==> src/rtl/lccs_pkg.sv <==
// Shared constants, codes and inter-module request types for the collision search block.
package lccs_pkg;

  localparam int SEQ_LEN    = 64;
  localparam int TABLE_CNT  = 16;
  localparam int BUCKET_CNT = 64;

  localparam int OP_W    = 2;
  localparam int TAB_W   = 4;
  localparam int BKT_W   = 6;
  localparam int SLOT_W  = $clog2(SEQ_LEN);
  localparam int KEY_W   = 6;
  localparam int RNG_W   = 7;
  localparam int CNT_W   = 7;

  localparam int MEM_DEPTH = TABLE_CNT * SEQ_LEN;
  localparam int RNG_DEPTH = TABLE_CNT * BUCKET_CNT;
  localparam int MADDR_W   = TAB_W + SLOT_W;
  localparam int RADDR_W   = TAB_W + BKT_W;

  localparam logic [CNT_W-1:0] CNT_MAX   = '1;
  localparam logic [RNG_W-1:0] SLOT_LIM  = RNG_W'(SEQ_LEN);

  typedef enum logic [OP_W-1:0] {
    OP_LOAD_MEMBER = 2'd0,
    OP_LOAD_RANGE  = 2'd1,
    OP_CLEAR       = 2'd2,
    OP_QUERY       = 2'd3
  } op_t;

  typedef logic [1:0] mark_t;
  localparam mark_t MARK_UNSEEN = 2'd0;
  localparam mark_t MARK_ONCE   = 2'd1;
  localparam mark_t MARK_DONE   = 2'd2;

  typedef enum logic [1:0] {
    ST_IDLE,
    ST_RANGE,
    ST_WALK,
    ST_FINISH
  } state_t;

  typedef struct packed {
    logic               mem_we;
    logic               mem_re;
    logic [MADDR_W-1:0] mem_addr;
    logic [KEY_W-1:0]   mem_wdata;
    logic               rng_we;
    logic               rng_re;
    logic [RADDR_W-1:0] rng_addr;
    logic [RNG_W-1:0]   rng_first;
    logic [RNG_W-1:0]   rng_after;
  } tbl_req_t;

  typedef struct packed {
    logic             rd_en;
    logic [KEY_W-1:0] rd_addr;
    logic             wr_en;
    logic [KEY_W-1:0] wr_addr;
    mark_t            wr_data;
    logic             hold;
    logic             clear;
  } mark_req_t;

endpackage

==> src/rtl/lccs_marks.sv <==
// Per-key hit mark memory with valid bits for clearing and write-to-read forwarding.
module lccs_marks import lccs_pkg::*; (
  input  logic      clk,
  input  logic      rst_n,
  input  mark_req_t req,
  output mark_t     rd_mark
);

  mark_t              mark_mem [SEQ_LEN];
  mark_t              mem_q_r;
  logic [KEY_W-1:0]   addr_q_r;
  logic [SEQ_LEN-1:0] vld_r;
  logic               fwd_v_r;
  logic [KEY_W-1:0]   fwd_addr_r;
  mark_t              fwd_data_r;

  always_ff @(posedge clk) begin
    if (req.wr_en) begin
      mark_mem[req.wr_addr] <= req.wr_data;
    end
    if (req.rd_en) begin
      mem_q_r  <= mark_mem[req.rd_addr];
      addr_q_r <= req.rd_addr;
    end
  end

  always_ff @(posedge clk) begin
    if (!rst_n || req.clear) begin
      vld_r <= '0;
    end else if (req.wr_en) begin
      vld_r[req.wr_addr] <= 1'b1;
    end
  end

  always_ff @(posedge clk) begin
    if (!rst_n || req.clear) begin
      fwd_v_r <= 1'b0;
    end else if (!req.hold) begin
      fwd_v_r <= req.wr_en;
    end
  end

  always_ff @(posedge clk) begin
    if (!req.hold) begin
      fwd_addr_r <= req.wr_addr;
      fwd_data_r <= req.wr_data;
    end
  end

  always_comb begin
    if (fwd_v_r && (fwd_addr_r == addr_q_r)) begin
      rd_mark = fwd_data_r;
    end else if (vld_r[addr_q_r]) begin
      rd_mark = mem_q_r;
    end else begin
      rd_mark = MARK_UNSEEN;
    end
  end

endmodule

==> config.mk <==
export PLATFORM = sky130hd
export DESIGN_NAME = lccs_marks
export DESIGN_NICKNAME = d
export VERILOG_FILES = /design/src/rtl/lccs_pkg.sv /design/src/rtl/lccs_marks.sv
export SDC_FILE = /design/constraint.sdc
export NUM_CORES = 1
export LEC_CHECK = 0
export BUFFER_PORTS_ARGS = -buffer_cell sky130_fd_sc_hd__buf_4
export CAP_MARGIN = 20
export CORE_MARGIN = 4
export CORE_UTILIZATION = 55
export CTS_CLUSTER_SIZE = 12
export DETAILED_ROUTE_END_ITERATION = 16
export PLACE_DENSITY_LB_ADDON = 0.08
export SYNTH_ARGS = -nofsm -noshare
export SYNTH_HDL_FRONTEND = slang
export SYNTH_SLANG_ARGS = --single-unit
==> constraint.sdc <==
create_clock -name clk -period 2.8 [get_ports clk]
set_input_delay 0.56 -clock clk [delete_from_list [all_inputs] [get_ports clk]]
set_output_delay 0.56 -clock clk [all_outputs]
set_load 0.1 [all_outputs]
=== After elaboration in Yosys (flattened, before gate mapping) ===
Memory sizes are Yosys's and may differ from the RTL's. A register that Yosys moved wholly into a read port is not among the register bits.
Cells that the tools add are included.

* Bitwise operators: 1
* Equal/unequal tests: 1
* Muxes and demuxes: 8
* Reduce and logical (&&, ||, !) cells: 4
* $lt $le $gt $ge: 3

{| class="wikitable"
|+ Operators by type and width
! kind !! count
|-
| 64-bit bitwise OR || 1
|-
| 6-bit by 7-bit less-than comparator with 1-bit output (second input constant) || 2
|-
| 1-bit binary-select mux with 6-bit select || 1
|-
| 1-bit demux with 6-bit select || 1
|-
| 6-bit == test || 1
|-
| 6-bit by 1-bit greater-or-equal comparator with 1-bit output (second input constant) || 1
|-
| 1-bit two-way mux || 4
|-
| 2-bit two-way mux || 2
|-
| 1-bit logical AND || 2
|-
| 1-bit logical NOT || 1
|-
| 1-bit logical OR || 1
|}

* Register bits: 79
* Memories kept: 1
* Output and inout port bits: 2
* Input bits: 20
* Word-level logic and storage cells: 23
* Memory bits (writable): 128

{| class="wikitable"
|+ Memories
! name !! words !! bits a word !! rd ports !! clocked after Yosys merged registers in !! wr ports !! RTL line !! source
|-
| mark_mem || 64 || 2 || 1 || 1 || 1 || lccs_marks.sv:9 || <nowiki>mark_t mark_mem [SEQ_LEN];</nowiki>
|}

=== Logic depth before layout (Yosys ltp) ===
* Depth after elaboration: 5
* Mapped depth: 8
* Gate-level depth less buffers: 6

=== Worst setup path after synthesis ===
OpenSTA, ideal clock, no wires.

* Path kind: register to output
* Start point: reg addr_q_r[2]
* End point: out rd_mark[0]
* Data required time: 2,240 ps
* Stages on the path, launching flop included: 9
* Buffers on the path: 3
* Arrival: 4,561 ps
* Slack: -2,321 ps
* Path through: edfxtp_1 > buf_2 > buf_2 > buf_2 > mux2i_1 > a22oi_1 > nand3_1 > and4b_1 > o41ai_1

* Cells in the longest elaborated chain, start to end: 4
* Elaborated cells on any way between the ends: 6
* Those cells by class: eq/ne: 1; mux: 4; reduce/logical: 1

{| class="wikitable"
|+ Ends and longest elaborated chain
! element !! RTL line !! source
|-
| start: declaration || lccs_marks.sv:11 || <nowiki>logic [KEY_W-1:0] addr_q_r;</nowiki>
|-
| start signal: assignment || lccs_marks.sv:23 || <nowiki>addr_q_r <= req.rd_addr;</nowiki>
|-
| 1-bit binary-select mux with 6-bit select || lccs_marks.sv:53 || <nowiki>end else if (vld_r[addr_q_r]) begin</nowiki>
|-
| 1-bit two-way mux (not written as such) || lccs_marks.sv:53 ||
|-
| 2-bit two-way mux || lccs_marks.sv:53 ||
|-
| 2-bit two-way mux * || lccs_marks.sv:51 || <nowiki>if (fwd_v_r && (fwd_addr_r == addr_q_r)) begin</nowiki>
|-
| end: declaration || lccs_marks.sv:6 || <nowiki>output mark_t rd_mark</nowiki>
|}

Every way passes the cells marked *; elsewhere a longest branch is shown, timed or not. The select of a mux whose other input is x is not followed.

=== Final worst setup path ===
* Start point: reg addr_q_r[2]
* End point: out rd_mark[1]

Same word-level chain as after synthesis.

==> impl_metrics.ini <==
[run_status]
run_status = complete, but fails checks
violations = negative setup slack

[sta]
clock_skew_ns = 0.00862
fin_ws_ns = -0.298
rsz0062_at_grt = true
worstMarginPinSlew_ns = 0.628
setup_viol = 2
maxSlewHeadroom_pct = 58.1
slew_violations = 0
period_needed_ns = 3.10
finalCritPeriodShare_pct = 111
hold_viol = 0
tns_ns = -0.592
max_freq_mhz = 323
hold_ws_ns = 0.297

[power_and_ir_drop]
powerDensity_mw_per_mm2 = 675
leakagePower_uw = 0.00328
vdd.ir_drop.worst_mv = 0.582

[logic_synthesis]
synth_top_family_by_area = multiplexers
synthMuxAreaShare_pct = 15.2
synthAdderAreaFrac_pct = 0
synth_edf_count = 144
ys_seq_area_share_pct = 67.6
synth_top_cell_by_area = edfxtp_1
netlist.area_leader.share_pct = 52.0
synth_fp_nets = 560
synth_cell_type_count = 35
syn-cell-area_mm2 = 0.00832
syn_avg_cell_area_um2 = 15.4
ys_ff_latch = 209
syn_inst = 540
synth_ff_type = edfxtp_1
synth_compound_area_share_pct = 7.55
yosys-top-cells-area = edfxtp_1 (52%), dfxtp_1 (16%), mux4_2 (11%)
synth_simple_gate_area_share_pct = 7.11
async_flop_share_pct = 0
synthXorXnorAreaFrac_pct = 0.631
yosysWarnings = 0

[route]
drt-pass1-iter-count = 4
drt_iter0_markers = 299
via_count = 4651
vias_per_cell = 5.95
drc = 0
wl_per_cell_um = 22.9
drtAntennaViolNets = 0
drt-total-wl_um = 17900

[cells_and_area]
stdcell_count = 782
layout_commonest_cell = edfxtp_1
final_core_util_pct = 65.3
nNetsFinal = 603
layout-drive-gt1-share_pct = 21.4
diodes = 0
layout_common_cells = edfxtp_1 (144), dfxtp_1 (65), nor2_1 (64), o21a_1 (64), mux4_2 (40)
nFillCells = 1016
syn2layout_area_growth_pct = 15.3

[clock_network]
clk_latency_ns = 0.49
cts_buffers = 22
htreeDepth = 1
clock-sinks = 209
cts_root_buf = clkbuf_16
ctsLongestPathBuffers = 3
path_clk_slew_ns = 0.06
cts_tree = done

[global_route]
grt_max_degree = 66
track_usage_pct = 21.9
grt_pass1_wl_um = 28000
overflow = 0
grt_antenna_before_repair = 1
grt_pass1_vias = 4854

[floorplan]
dieWidth_um = 131
initial_core_util_pct = 56.6
io_pins = 22
rows = 44
dieArea_mm2 = 0.0172
coreArea_mm2 = 0.0147
die_h_um = 131

[worst_hold_path]
hp-class = in2reg
min_delay_path_depth = 1
hold-path-endpoint = addr_q_r[5]
hold_start = req[16]

[setup_path]
worstPathRequired_ns = 2.24
crit-reg2reg-capture = mem_q_r[1]
crit_type = reg2out
r2r_setup_slack_ns = 0.71
cp-end-kind = primary output
r2r_start = mark_mem[13][1]
worstPathArrival_ns = 2.54
rr_worst_depth = 5
critPathLaunchType = flop
cp_max_fo = 4

[placement]
place.gp.congestion = 0.847
dp_slack_ns = -0.153
post-dp-hpwl_um = 12200
io_buffer_count = 21
place_inst = 731

[flow_run]
maxCapViolations = 0
## registers in the layout (all words and copies together) (netlist names)
name	cells
addr_q_r	6
fwd_addr_r	6
fwd_data_r	2
fwd_v_r	1
mark_mem	128
mem_q_r	2
vld_r	64
## cell type report
class                   instances  area, um2  area share, %
multi-input cells             296       2620           27.3
inverters                       3       11.3          0.117
flip-flops and latches        209       5630           58.6
well taps                     184        230           2.40
clock buffers                  35        642           6.69
repair buffers                 51        448           4.67
clock inverters                 4       18.8          0.196
## metrics by stage
| stage | instance area (um2) | power, uW |
|---|---|---|
| 2_1_floorplan | 8390 | 3710 |
| 3_3_place_gp | 8790 | 3860 |
| 3_5_place_dp | 8790 | 3860 |
| 4_1_cts | 9580 | 6530 |
| 5_1_grt | 9600 | 6690 |
| 6_report | 9600 | 6480 |
## metal layers
metal	share of wire, %	track usage [%]	wire length, um
met5	0	0	0
met4	1.6	5.44	289
met3	7.2	3.41	1290
met2	48	34.8	8510
met1	44	32.1	7800
## worst max-delay path by stage
stage,start,endpoint
after floorplan,addr_q_r[2],rd_mark[0]
after global placement,addr_q_r[1],rd_mark[1]
after detailed placement,addr_q_r[0],rd_mark[1]
after CTS,addr_q_r[0],rd_mark[1]
after global routing,addr_q_r[0],rd_mark[0]
final,addr_q_r[2],rd_mark[1]
## report_power, final
part	leakage [uW]	switching, uW	internal [uW]
clock	0.000322	1080	1570
combinational	0.00112	272	204
sequential	0.00183	19.8	3340
## critical path: stages, from the launching register on
cell and delay, ns:
edfxtp_1 0.41, buf_4 0.17, nor2b_2 0.18, a22oi_1 0.17, nand4_1 0.18, a31oi_4 0.24, nor4_4 0.08, o41ai_4 0.34
buf_6 0.27
## synthesized netlist by cell type (3+ instances only)
cell type and instances:
edfxtp_1 144, dfxtp_1 65, nor2_1 64, o21a_1 64, mux4_2 40, mux2i_1 35
clkbuf_1 20, nand2_1 16, nand3_1 12, nor2b_1 12, a22oi_1 8, buf_2 6
a21oi_1 5, nand2b_1 5, nand4_1 5, nor3_1 4, a211oi_1 3, inv_1 3
xnor2_1 3, xor2_1 3
## cells by family (layout without fill, tap and decap cells)
logic type                after synthesis  count (layout)
AOI/OAI and AO/OA                      86              86
and+or+nand+nor                       128             128
DFF                                   209             209
buffers and inverters                  35              93
muxes                                  76              76
xor gates and xnor gates                6               6
## what timing repair did
item,4_1_cts,5_1_grt
resized for setup,10,3
buffers inserted,9,0
gates cloned,3,0
hold buffers,0,0
pin swaps,7,3
setup endpoints to repair,2,2
(Power assumes the default switching activity.)
